<file path="src/rtl/core/tnmad_pkg.sv">
`timescale 1ns / 1ps
// Shared widths, constants and types for the temporal noise metric block.
// No dependencies.
package tnmad_pkg;

  localparam int SAMPLE_W   = 8;
  localparam int FRAME_W    = 5;
  localparam int MAX_FRAMES = 16;
  localparam int SUM_W      = 12;
  localparam int SCALE_W    = 13;
  localparam int PIX_W      = 23;
  localparam int MAX_PIXELS = 4194304;
  localparam int TOTAL_W    = 40;
  localparam int NSQ_W      = 9;
  localparam int DEN_W      = 31;
  localparam int METRIC_W   = 24;
  localparam int FRAC_W     = 16;
  localparam int INT_W      = METRIC_W - FRAC_W;
  localparam int STEP_W     = $clog2(METRIC_W);

  typedef logic [SAMPLE_W-1:0] sample_t;

  typedef struct packed {
    logic load;
    logic drain;
  } cell_ctrl_t;

  typedef enum logic [2:0] {
    ST_IDLE,
    ST_DRAIN,
    ST_SQUARE,
    ST_SCALE,
    ST_DIVIDE
  } state_t;

  typedef enum logic [1:0] {
    DV_IDLE,
    DV_PREP,
    DV_RUN
  } div_state_t;

endpackage

</file>
<file path="src/rtl/core/temporal_noise_mean_abs_deviation.sv">
`timescale 1ns / 1ps
// Temporal noise metric top level: cell row, deviation accumulator, divider.
// Uses tnmad_pkg, tnmad_cell, tnmad_div.
//
// Each sample word is taken while start is high and busy low, and shifted
// into a row of 16 cells. When a pixel has its N words, busy rises while
// the row drains one sample a cycle into the deviation accumulator. On the
// pixel flagged last, the SQUARE and SCALE states form the divisor and the
// one-bit-per-cycle divider runs (it stops early when the metric
// saturates); then out_valid pulses for one cycle with the metric and
// pixel count; the receiver must take it then. No clearing pass after
// reset.
module temporal_noise_mean_abs_deviation
  import tnmad_pkg::*;
(
  input  logic                clk,
  input  logic                rst_n,
  input  logic                start,
  output logic                busy,
  input  logic [SAMPLE_W-1:0] in_sample,
  input  logic                in_last_pixel,
  output logic                out_valid,
  output logic [METRIC_W-1:0] out_noise_metric,
  output logic [PIX_W-1:0]    out_pixel_count,
  input  logic                cfg_we,
  input  logic [FRAME_W-1:0]  cfg_wdata
);

  state_t state_r, state_nxt;

  logic [FRAME_W-1:0]  frame_count_r, frame_count_nxt;
  logic [FRAME_W-1:0]  idx_r, idx_nxt;
  logic [SUM_W-1:0]    sum_r, sum_nxt;
  logic [FRAME_W-1:0]  cnt_r, cnt_nxt;
  logic [FRAME_W-1:0]  rem_r, rem_nxt;
  logic                last_r, last_nxt;
  logic                add_en_r, add_en_nxt;
  logic [TOTAL_W-1:0]  total_r, total_nxt;
  logic [PIX_W-1:0]    pixels_r, pixels_nxt;
  logic [NSQ_W-1:0]    nsq_r, nsq_nxt;
  logic                out_valid_r, out_valid_nxt;
  logic [METRIC_W-1:0] metric_r, metric_nxt;
  logic [PIX_W-1:0]    count_r, count_nxt;

  logic [FRAME_W-1:0]  n_eff;
  logic [FRAME_W-1:0]  idx_inc;
  logic                accept;
  logic                complete;
  logic [SCALE_W-1:0]  scaled;
  logic [SCALE_W-1:0]  dev;
  logic [NSQ_W+PIX_W-1:0] den_full;
  cell_ctrl_t          cell_ctrl;
  logic                div_start;
  logic                div_done;
  logic [METRIC_W-1:0] div_quot;
  sample_t             cell_q [MAX_FRAMES];

  for (genvar i = 0; i < MAX_FRAMES; i++) begin : g_cell
    sample_t left_w, right_w;
    if (i == 0) begin : g_first
      assign left_w = in_sample;
    end else begin : g_mid
      assign left_w = cell_q[i-1];
    end
    if (i == MAX_FRAMES - 1) begin : g_end
      assign right_w = '0;
    end else begin : g_inner
      assign right_w = cell_q[i+1];
    end
    tnmad_cell u_cell (
      .clk     (clk),
      .ctrl    (cell_ctrl),
      .left_i  (left_w),
      .right_i (right_w),
      .q       (cell_q[i])
    );
  end

  assign den_full = (NSQ_W+PIX_W)'(nsq_r) * (NSQ_W+PIX_W)'(pixels_r);

  tnmad_div u_div (
    .clk   (clk),
    .rst_n (rst_n),
    .start (div_start),
    .num   (total_r),
    .den   (den_full[DEN_W-1:0]),
    .done  (div_done),
    .quot  (div_quot)
  );

  always_comb begin
    n_eff = frame_count_r;
    if (frame_count_r == '0) begin
      n_eff = FRAME_W'(1);
    end else if (frame_count_r > FRAME_W'(MAX_FRAMES)) begin
      n_eff = FRAME_W'(MAX_FRAMES);
    end
  end

  assign accept   = start && !busy;
  assign idx_inc  = idx_r + FRAME_W'(1);
  assign complete = idx_inc >= n_eff;
  assign scaled   = SCALE_W'(cnt_r) * SCALE_W'(cell_q[0]);
  assign dev      = (scaled >= SCALE_W'(sum_r)) ? scaled - SCALE_W'(sum_r)
                                                : SCALE_W'(sum_r) - scaled;

  always_comb begin
    state_nxt = state_r;
    case (state_r)
      ST_IDLE:   if (accept && complete) state_nxt = ST_DRAIN;
      ST_DRAIN: begin
        if (rem_r == FRAME_W'(1)) begin
          state_nxt = last_r ? ST_SQUARE : ST_IDLE;
        end
      end
      ST_SQUARE: state_nxt = ST_SCALE;
      ST_SCALE:  state_nxt = ST_DIVIDE;
      ST_DIVIDE: if (div_done) state_nxt = ST_IDLE;
      default:   state_nxt = ST_IDLE;
    endcase
  end

  always_comb begin
    busy            = 1'b1;
    cell_ctrl.drain = 1'b0;
    div_start       = 1'b0;
    case (state_r)
      ST_IDLE:  busy            = 1'b0;
      ST_DRAIN: cell_ctrl.drain = 1'b1;
      ST_SCALE: div_start       = 1'b1;
      default:  ;
    endcase
    cell_ctrl.load = start && (state_r == ST_IDLE);
  end

  always_comb begin
    frame_count_nxt = cfg_we ? cfg_wdata : frame_count_r;
    idx_nxt         = idx_r;
    sum_nxt         = sum_r;
    cnt_nxt         = cnt_r;
    rem_nxt         = rem_r;
    last_nxt        = last_r;
    add_en_nxt      = add_en_r;
    total_nxt       = total_r;
    pixels_nxt      = pixels_r;
    nsq_nxt         = nsq_r;
    out_valid_nxt   = 1'b0;
    metric_nxt      = metric_r;
    count_nxt       = count_r;

    if (accept) begin
      sum_nxt = sum_r + SUM_W'(in_sample);
      idx_nxt = idx_inc;
      if (complete) begin
        idx_nxt    = '0;
        cnt_nxt    = idx_inc;
        rem_nxt    = idx_inc;
        last_nxt   = in_last_pixel;
        add_en_nxt = pixels_r < PIX_W'(MAX_PIXELS);
        if (pixels_r < PIX_W'(MAX_PIXELS)) begin
          pixels_nxt = pixels_r + PIX_W'(1);
        end
      end
    end

    if (state_r == ST_DRAIN) begin
      rem_nxt = rem_r - FRAME_W'(1);
      if (add_en_r) begin
        total_nxt = total_r + TOTAL_W'(dev);
      end
      if (rem_r == FRAME_W'(1)) begin
        sum_nxt = '0;
      end
    end

    if (state_r == ST_SQUARE) begin
      nsq_nxt = NSQ_W'(n_eff) * NSQ_W'(n_eff);
    end

    if (state_r == ST_DIVIDE && div_done) begin
      out_valid_nxt = 1'b1;
      metric_nxt    = div_quot;
      count_nxt     = pixels_r;
      total_nxt     = '0;
      pixels_nxt    = '0;
    end
  end

  always_ff @(posedge clk) begin
    if (!rst_n) begin
      state_r       <= ST_IDLE;
      frame_count_r <= FRAME_W'(1);
      idx_r         <= '0;
      sum_r         <= '0;
      total_r       <= '0;
      pixels_r      <= '0;
      out_valid_r   <= 1'b0;
    end else begin
      state_r       <= state_nxt;
      frame_count_r <= frame_count_nxt;
      idx_r         <= idx_nxt;
      sum_r         <= sum_nxt;
      total_r       <= total_nxt;
      pixels_r      <= pixels_nxt;
      out_valid_r   <= out_valid_nxt;
    end
  end

  always_ff @(posedge clk) begin
    cnt_r    <= cnt_nxt;
    rem_r    <= rem_nxt;
    last_r   <= last_nxt;
    add_en_r <= add_en_nxt;
    nsq_r    <= nsq_nxt;
    metric_r <= metric_nxt;
    count_r  <= count_nxt;
  end

  assign out_valid        = out_valid_r;
  assign out_noise_metric = metric_r;
  assign out_pixel_count  = count_r;

endmodule

</file>
<file path="src/rtl/core/tnmad_cell.sv">
`timescale 1ns / 1ps
// One sample cell of the frame row: loads from the left neighbor,
// drains by taking the right neighbor's value. Uses tnmad_pkg.
module tnmad_cell
  import tnmad_pkg::*;
(
  input  logic       clk,
  input  cell_ctrl_t ctrl,
  input  sample_t    left_i,
  input  sample_t    right_i,
  output sample_t    q
);

  sample_t val_r;
  sample_t val_nxt;

  always_comb begin
    val_nxt = val_r;
    if (ctrl.load) begin
      val_nxt = left_i;
    end else if (ctrl.drain) begin
      val_nxt = right_i;
    end
  end

  always_ff @(posedge clk) begin
    val_r <= val_nxt;
  end

  assign q = val_r;

endmodule

</file>
<file path="src/rtl/core/tnmad_div.sv">
`timescale 1ns / 1ps
// Radix-2 restoring divider for the Q8.16 metric, one quotient bit a cycle,
// saturating to all ones. Uses tnmad_pkg.
module tnmad_div
  import tnmad_pkg::*;
(
  input  logic                clk,
  input  logic                rst_n,
  input  logic                start,
  input  logic [TOTAL_W-1:0]  num,
  input  logic [DEN_W-1:0]    den,
  output logic                done,
  output logic [METRIC_W-1:0] quot
);

  div_state_t state_r, state_nxt;

  logic [TOTAL_W-1:0]  num_r, num_nxt;
  logic [DEN_W-1:0]    den_r, den_nxt;
  logic [DEN_W-1:0]    rem_r, rem_nxt;
  logic [METRIC_W-1:0] lo_r, lo_nxt;
  logic [METRIC_W-1:0] quot_r, quot_nxt;
  logic [STEP_W-1:0]   step_r, step_nxt;
  logic                done_r, done_nxt;

  logic                sat;
  logic                last_step;
  logic [DEN_W:0]      trial;
  logic [DEN_W:0]      diff;
  logic                ge;
  logic                prep, run;

  assign sat       = num_r >= TOTAL_W'({den_r, {INT_W{1'b0}}});
  assign last_step = step_r == STEP_W'(METRIC_W - 1);
  assign trial     = {rem_r, lo_r[METRIC_W-1]};
  assign diff      = trial - {1'b0, den_r};
  assign ge        = trial >= {1'b0, den_r};

  always_comb begin
    state_nxt = state_r;
    case (state_r)
      DV_IDLE: if (start) state_nxt = DV_PREP;
      DV_PREP: state_nxt = sat ? DV_IDLE : DV_RUN;
      DV_RUN:  if (last_step) state_nxt = DV_IDLE;
      default: state_nxt = DV_IDLE;
    endcase
  end

  always_comb begin
    prep = 1'b0;
    run  = 1'b0;
    case (state_r)
      DV_PREP: prep = 1'b1;
      DV_RUN:  run  = 1'b1;
      default: ;
    endcase
  end

  always_comb begin
    num_nxt  = num_r;
    den_nxt  = den_r;
    rem_nxt  = rem_r;
    lo_nxt   = lo_r;
    quot_nxt = quot_r;
    step_nxt = step_r;
    done_nxt = 1'b0;
    if (state_r == DV_IDLE && start) begin
      num_nxt = num;
      den_nxt = den;
    end
    if (prep) begin
      step_nxt = '0;
      rem_nxt  = num_r[DEN_W+INT_W-1:INT_W];
      lo_nxt   = {num_r[INT_W-1:0], {FRAC_W{1'b0}}};
      if (sat) begin
        quot_nxt = '1;
        done_nxt = 1'b1;
      end
    end
    if (run) begin
      rem_nxt  = ge ? diff[DEN_W-1:0] : trial[DEN_W-1:0];
      lo_nxt   = {lo_r[METRIC_W-2:0], 1'b0};
      quot_nxt = {quot_r[METRIC_W-2:0], ge};
      step_nxt = step_r + STEP_W'(1);
      done_nxt = last_step;
    end
  end

  always_ff @(posedge clk) begin
    if (!rst_n) begin
      state_r <= DV_IDLE;
      done_r  <= 1'b0;
    end else begin
      state_r <= state_nxt;
      done_r  <= done_nxt;
    end
  end

  always_ff @(posedge clk) begin
    num_r  <= num_nxt;
    den_r  <= den_nxt;
    rem_r  <= rem_nxt;
    lo_r   <= lo_nxt;
    quot_r <= quot_nxt;
    step_r <= step_nxt;
  end

  assign done = done_r;
  assign quot = quot_r;

endmodule
</file>
<file path="config.mk">
export PLATFORM = sky130hd
export DESIGN_NAME = temporal_noise_mean_abs_deviation
export DESIGN_NICKNAME = d
export VERILOG_FILES = /design/src/rtl/core/tnmad_pkg.sv /design/src/rtl/core/temporal_noise_mean_abs_deviation.sv /design/src/rtl/core/tnmad_cell.sv /design/src/rtl/core/tnmad_div.sv
export SDC_FILE = /design/constraint.sdc
export NUM_CORES = 1
export LEC_CHECK = 0
export ABC_AREA = 1
export BUFFER_PORTS_ARGS = -buffer_cell sky130_fd_sc_hd__clkbuf_2
export CAP_MARGIN = 5
export CORE_UTILIZATION = 52
export CTS_BUF_LIST = sky130_fd_sc_hd__clkbuf_4 sky130_fd_sc_hd__clkbuf_8 sky130_fd_sc_hd__clkbuf_16
export DETAILED_ROUTE_END_ITERATION = 8
export PLACE_DENSITY = 0.68
export SYNTH_ARGS = -nofsm -noshare
export SYNTH_HDL_FRONTEND = slang
export SYNTH_SLANG_ARGS = --single-unit
</file>
<file path="constraint.sdc">
create_clock -name clk -period 13.8 [get_ports clk]
set_clock_uncertainty 0.1 [all_clocks]
set_input_delay 2.76 -clock clk [delete_from_list [all_inputs] [get_ports clk]]
set_output_delay 2.76 -clock clk [all_outputs]
set_load 0.02 [all_outputs]
</file>
Word level (Yosys, flattened, before mapping)
Index checks and enable logic that the tools add are counted.
Widths: inputs -> output; s select.
{"block": "classes", "n_addsub": 9, "mul": 3, "order_cmp": 6, "eq_ne": 13, "mux": 70, "bitwise_logic": 1, "reduce_logical": 20}
{"operator": "$mux 8", "count": 32}
{"operator": "$mux 24", "count": 5}
{"operator": "$mux 31", "count": 3}
{"operator": "$add 40x13->40", "count": 1}
{"operator": "$ge 40x39->1", "count": 1}
{"operator": "$mux 5", "count": 8}
{"operator": "$mux 12", "count": 3}
{"operator": "$ge 32x31->1", "count": 1}
{"operator": "$mul 9x23->31", "count": 1}
{"operator": "$sub 31x31->31", "count": 1}
{"operator": "$add 23x1->23 const B", "count": 1}
{"operator": "$lt 23x23->1 const B", "count": 1}
{"operator": "$pmux 3 s5", "count": 1}
{"operator": "$ge 13x12->1", "count": 1}
{"operator": "$mul 5x8->13", "count": 1}
{"operator": "$mux 13", "count": 1}
{"operator": "$sub 12x13->13", "count": 1}
{"operator": "$sub 13x12->13", "count": 1}
{"operator": "$add 12x8->12", "count": 1}
{"operator": "$add 5x1->5 const B", "count": 2}
{"operator": "$reduce_and 2->1", "count": 5}
{"operator": "$reduce_bool 2->1", "count": 5}
{"operator": "$mul 5x5->9", "count": 1}
{"operator": "$mux 1", "count": 9}
{"operator": "other kinds (22)", "count": 35}
{"block": "word_totals", "reg_bits": 427, "input_bits": 18, "output_inout_bits": 49, "word_cells": 161}

Logic depth before layout (Yosys ltp)
{"block": "depth", "word_depth": 7, "ltp_mapped": 42}

By module
A second synthesis with hierarchy kept.
{"block": "unflattened", "cells_unflattened": 3936, "hier_area_um2": 31793.0}
{"module": "temporal_noise_mean_abs_deviation", "n_inst": 1, "cells_each": 2291, "area_each_um2": 17072.6, "seq_area_each_um2": 3793.6}
{"module": "tnmad_div", "n_inst": 1, "cells_each": 1085, "area_each_um2": 9095.0, "seq_area_each_um2": 4234.1}
{"module": "tnmad_cell", "n_inst": 16, "cells_each": 35, "area_each_um2": 351.6, "seq_area_each_um2": 240.2}

Worst setup path before layout
No wires, ideal clock.
{"block": "synth_timing", "path_type": "input -> register", "start": "input port start", "end": "register g_cell[0].u_cell.val_r[0] (enable)", "setup_time_ps": 1110, "arrival_time_ps": 5439, "path_slack_ps": 7152, "cell_stages": 4, "n_path_buf": 2, "cell_sequence": "nand2_1 > buf_2 > clkbuf_1 > nand2_1"}
{"block": "synth_via", "elab_chain_len": 2}
{"element": "from (decl)", "line_no": "temporal_noise_mean_abs_deviation.sv:18", "text": "input logic start,"}
{"element": "$logic_and 1x1->1", "line_no": "temporal_noise_mean_abs_deviation.sv:133", "text": "cell_ctrl.load = start && (state_r == ST_IDLE);"}
{"element": "$reduce_bool 2->1 (no source line)"}
{"element": "to (signal assigned)", "line_no": "tnmad_cell.sv:27", "text": "val_r <= val_nxt;"}
{"element": "to (decl)", "line_no": "tnmad_cell.sv:14", "text": "sample_t val_r;"}
No other way between the ends.
A chain may end at the register's enable or synchronous reset.

Worst setup path after layout
{"block": "layout_timing", "start": "register cnt_r[4]", "end": "register total_r[38]"}
{"block": "layout_via", "elab_chain_len": 4}
{"element": "from (decl)", "line_no": "temporal_noise_mean_abs_deviation.sv:34", "text": "logic [FRAME_W-1:0] cnt_r, cnt_nxt;"}
{"element": "from (signal assigned)", "line_no": "temporal_noise_mean_abs_deviation.sv:210", "text": "cnt_r <= cnt_nxt;"}
{"element": "$mul 5x8->13 *", "line_no": "temporal_noise_mean_abs_deviation.sv:103", "text": "assign scaled = SCALE_W'(cnt_r) * SCALE_W'(cell_q[0]);"}
{"element": "$sub 12x13->13, or another cell as far along", "line_no": "temporal_noise_mean_abs_deviation.sv:105", "text": ": SCALE_W'(sum_r) - scaled;"}
{"element": "$mux 13 *", "line_no": "temporal_noise_mean_abs_deviation.sv:104", "text": "assign dev = (scaled >= SCALE_W'(sum_r)) ? scaled - SCALE_W'(sum_r)"}
{"element": "$add 40x13->40 *", "line_no": "temporal_noise_mean_abs_deviation.sv:169", "text": "total_nxt = total_r + TOTAL_W'(dev);"}
{"element": "to (signal assigned)", "line_no": "temporal_noise_mean_abs_deviation.sv:203", "text": "total_r <= total_nxt;"}
{"element": "to (decl)", "line_no": "temporal_noise_mean_abs_deviation.sv:38", "text": "logic [TOTAL_W-1:0] total_r, total_nxt;"}
Mark *: on every way between the ends. The rest lies on a longest branch, timed or not.

==> results.sh <==
export IMPL_layout_common_cells="nand2_1 (1273), inv_1 (668), edfxtp_1 (334), ha_1 (219), nor2_1 (202)"
export IMPL_io_pins=67
export IMPL_crit_top_cell="nand2_1"
export IMPL_antenna_found_initial=0
export IMPL_wl_mm=72.53
export IMPL_grt_max_degree=94
export IMPL_syn_area_sq_mm=0.03122
export IMPL_end_kind="flop"
export IMPL_ant_nets=0
export IMPL_period_needed_ns=6.908
export IMPL_cts_root_buf="clkbuf_16"
export IMPL_total_leakage_power_uw=0.01714
export IMPL_ir_drop_uv=379.1
export IMPL_yosysSeqAreaShare_pct=38.03
export IMPL_grt_overflow=0
export IMPL_worst_path_max_delay_cell="fa_1"
export IMPL_syn_to_final_growth_pct=8.224
export IMPL_fp_row_count=89
export IMPL_critPathBufInv=7
export IMPL_grt_pass1_wl_mm=119.4
export IMPL_post_cts_setup_buffers=0
export IMPL_viasPerCell=5.128
export IMPL_holdCritPathClass="flop to flop"
export IMPL_fin_util_pct=57.14
export IMPL_clkSinkCount=426
export IMPL_drt_initial_drc_count=1486
export IMPL_ys_warn_count=0
export IMPL_synthCells=3875
export IMPL_rsz0062_at_grt="no"
export IMPL_drc=0
export IMPL_cts_buffers=48
export IMPL_setup_viol=0
export IMPL_grt_pass1_vias=23519
export IMPL_io_buffers=66
export IMPL_clkLatencyLatePin_ns=0.61
export IMPL_globalplace_congestion=0.9606
export IMPL_grt_use_total_pct=24.52
export IMPL_ys_ff_latch=426
export IMPL_num_vias=24092
export IMPL_h_tree_depth=2
export IMPL_synth_ff_type="edfxtp_1"
export IMPL_drive_above_1_share_pct=6.548
export IMPL_dp_hpwl_mm=54.63
export IMPL_tightestPinTransition_ns=0.9753
export IMPL_combPwrFrac_pct=63.3
export IMPL_fmax_mhz=144.8
export IMPL_startpoint_type="flop"
export IMPL_finalCritPeriodShare_pct=50.06
export IMPL_fin_setup_tns_ns=0
export IMPL_clkTransAtPathRegs_ns=0.06
export IMPL_worst_slack_ns=6.892
export IMPL_power_frac_clock_pct=15.2
export IMPL_power_density_mw_per_mm2=267.0
export IMPL_cts_resized=0
export IMPL_die_w_microns=247.0
export IMPL_finalMaxSlewViolations=0
export IMPL_cts_tree="yes"
export IMPL_cp_max_fo=21
export IMPL_power_internal_uw=4617
export IMPL_start_util_pct=52.80
export IMPL_avgSynthCellArea_sq_um=8.056
export IMPL_pre_cts_ws_ns=6.887
export IMPL_dp_cells=4608
export IMPL_slew_headroom_pct=34.98
export IMPL_worst_ep_arrival_time_ns=7.29
export IMPL_synth_edff_count=334
export IMPL_power_frac_seq_pct=21.5
export IMPL_ys_types=52
export IMPL_dieArea_sq_mm=0.06102
export IMPL_cpPeakStageDelay_ns=0.54
export IMPL_instances_no_fill=4698
export IMPL_netSwitchingFraction_pct=48.81
export IMPL_drtPass1Iterations=5
export IMPL_power_switching_uw=4402
export IMPL_diodes=0
export IMPL_worstPathRequired_ns=14.18
export IMPL_fin_nets=4275
export IMPL_critical_path_top_delay_family="adder cells"
export IMPL_timing_hold_ws_ns=0.3229
export IMPL_cts_buffer_depth=3
export IMPL_die_y_microns=247.0
export IMPL_cap_violations=0
export IMPL_nFillCells=5472
export IMPL_coreArea_sq_mm=0.05913
export IMPL_finalHoldViolCount=0
export IMPL_final_common_cell="nand2_1"
export IMPL_worstSetupPathType="flop to flop"
export IMPL_outcome="finished clean"
export IMPL_holdBufCountCts=0
export IMPL_ys_async_sr_fraction_pct=0
export IMPL_wire_per_inst_microns=15.44
[registers in the layout, indices dropped and copies added (netlist names), 23 cells and up]
name	count
g_cell.u_cell.q	128
out_noise_metric	24
out_pixel_count	23
pixels_r	23
total_r	40
u_div.den_r	31
u_div.num_r	40
u_div.quot	24
u_div.rem_r	31
[power groups by stage]
stage / clock (uW) / combinational, uW / sequential [uW]
after floorplan: 0 / 4690 / 1900
after global placement: 0 / 5690 / 1960
after detailed placement: 0 / 5710 / 1960
after CTS: 1400 / 5740 / 1940
after global routing: 1450 / 6530 / 1970
final: 1370 / 5710 / 1940
[worst register-to-register path, delay by kind of cell (launching register included)]
family / cells / cell delay [ns]
DFF: 1 / 0.50
xor gates and xnor gates: 1 / 0.20
adders and majority gates: 6 / 2.73
and+or+nand+nor: 15 / 1.87
AOI/OAI and AO/OA: 5 / 0.96
buffers and inverters: 7 / 0.44
[cells in the mapped netlist (12+ instances only)]
cell type  instances  area, sq um
clkbuf_1          63        236.5
nor4_1            12        75.07
buf_2             35        175.2
a21oi_1          166        830.8
xor2_1            60        525.5
o21ai_0          110        550.5
nor2_1           203        762.0
fa_1             151         3023
or2_2             29        181.4
nand3b_1          28        210.2
nand4_1           44        275.3
nand3_1          157        785.8
xnor2_1           37        324.1
inv_1            668         2507
nand2_1         1275         4786
dfxtp_1           92         1842
ha_1             221         2765
edfxtp_1         334        10030
nor3_1            42        210.2
[routing by layer]
layer  GRT usage [%]  routed length, microns
met1           34.33                   34250
met2           40.86                   33760
met3           2.594                    3087
met4           5.556                    1437
met5               0                       0
[per-stage QoR]
stage	total power, uW	area, sq um
finish	9019	33790
global route	9949	33790
CTS	9084	33790
detailed placement	7677	32060
global placement	7644	32060
floorplan	6599	31230
[final cells by class]
cell class	instances	area (sq um)	share of cell area (%)
inverters	677	2544	7.529
clock buffers	64	1346	3.985
well taps	773	967.2	2.863
repair buffers	79	427.9	1.267
flip-flops and latches	426	11870	35.14
clock inverters	26	376.6	1.115
multi-input cells	2653	16250	48.11
[worst paths after layout]
path	startpoint	endpoint	slack, ns	cells past startpoint
hold reg to reg	u_div.quot[23]	out_noise_metric[23]	0.32	0
hold / removal	u_div.quot[23]	out_noise_metric[23]	0.32	0
setup reg to reg	cnt_r[4]	total_r[38]	6.89	34
setup / recovery	cnt_r[4]	total_r[38]	6.89	34
[cells by family after synthesis]
group | Yosys count | share of synthesized area [%]
buf+inv | 799 | 10.06
flops | 426 | 38.03
other cells | 1 | 0.01201
simple gates | 1830 | 24.44
mux | 2 | 0.06413
fa+ha+maj | 372 | 18.54
xor+xnor | 97 | 2.721
compound gates | 348 | 6.136
No activity file was read; power rests on OpenSTA's default activity.
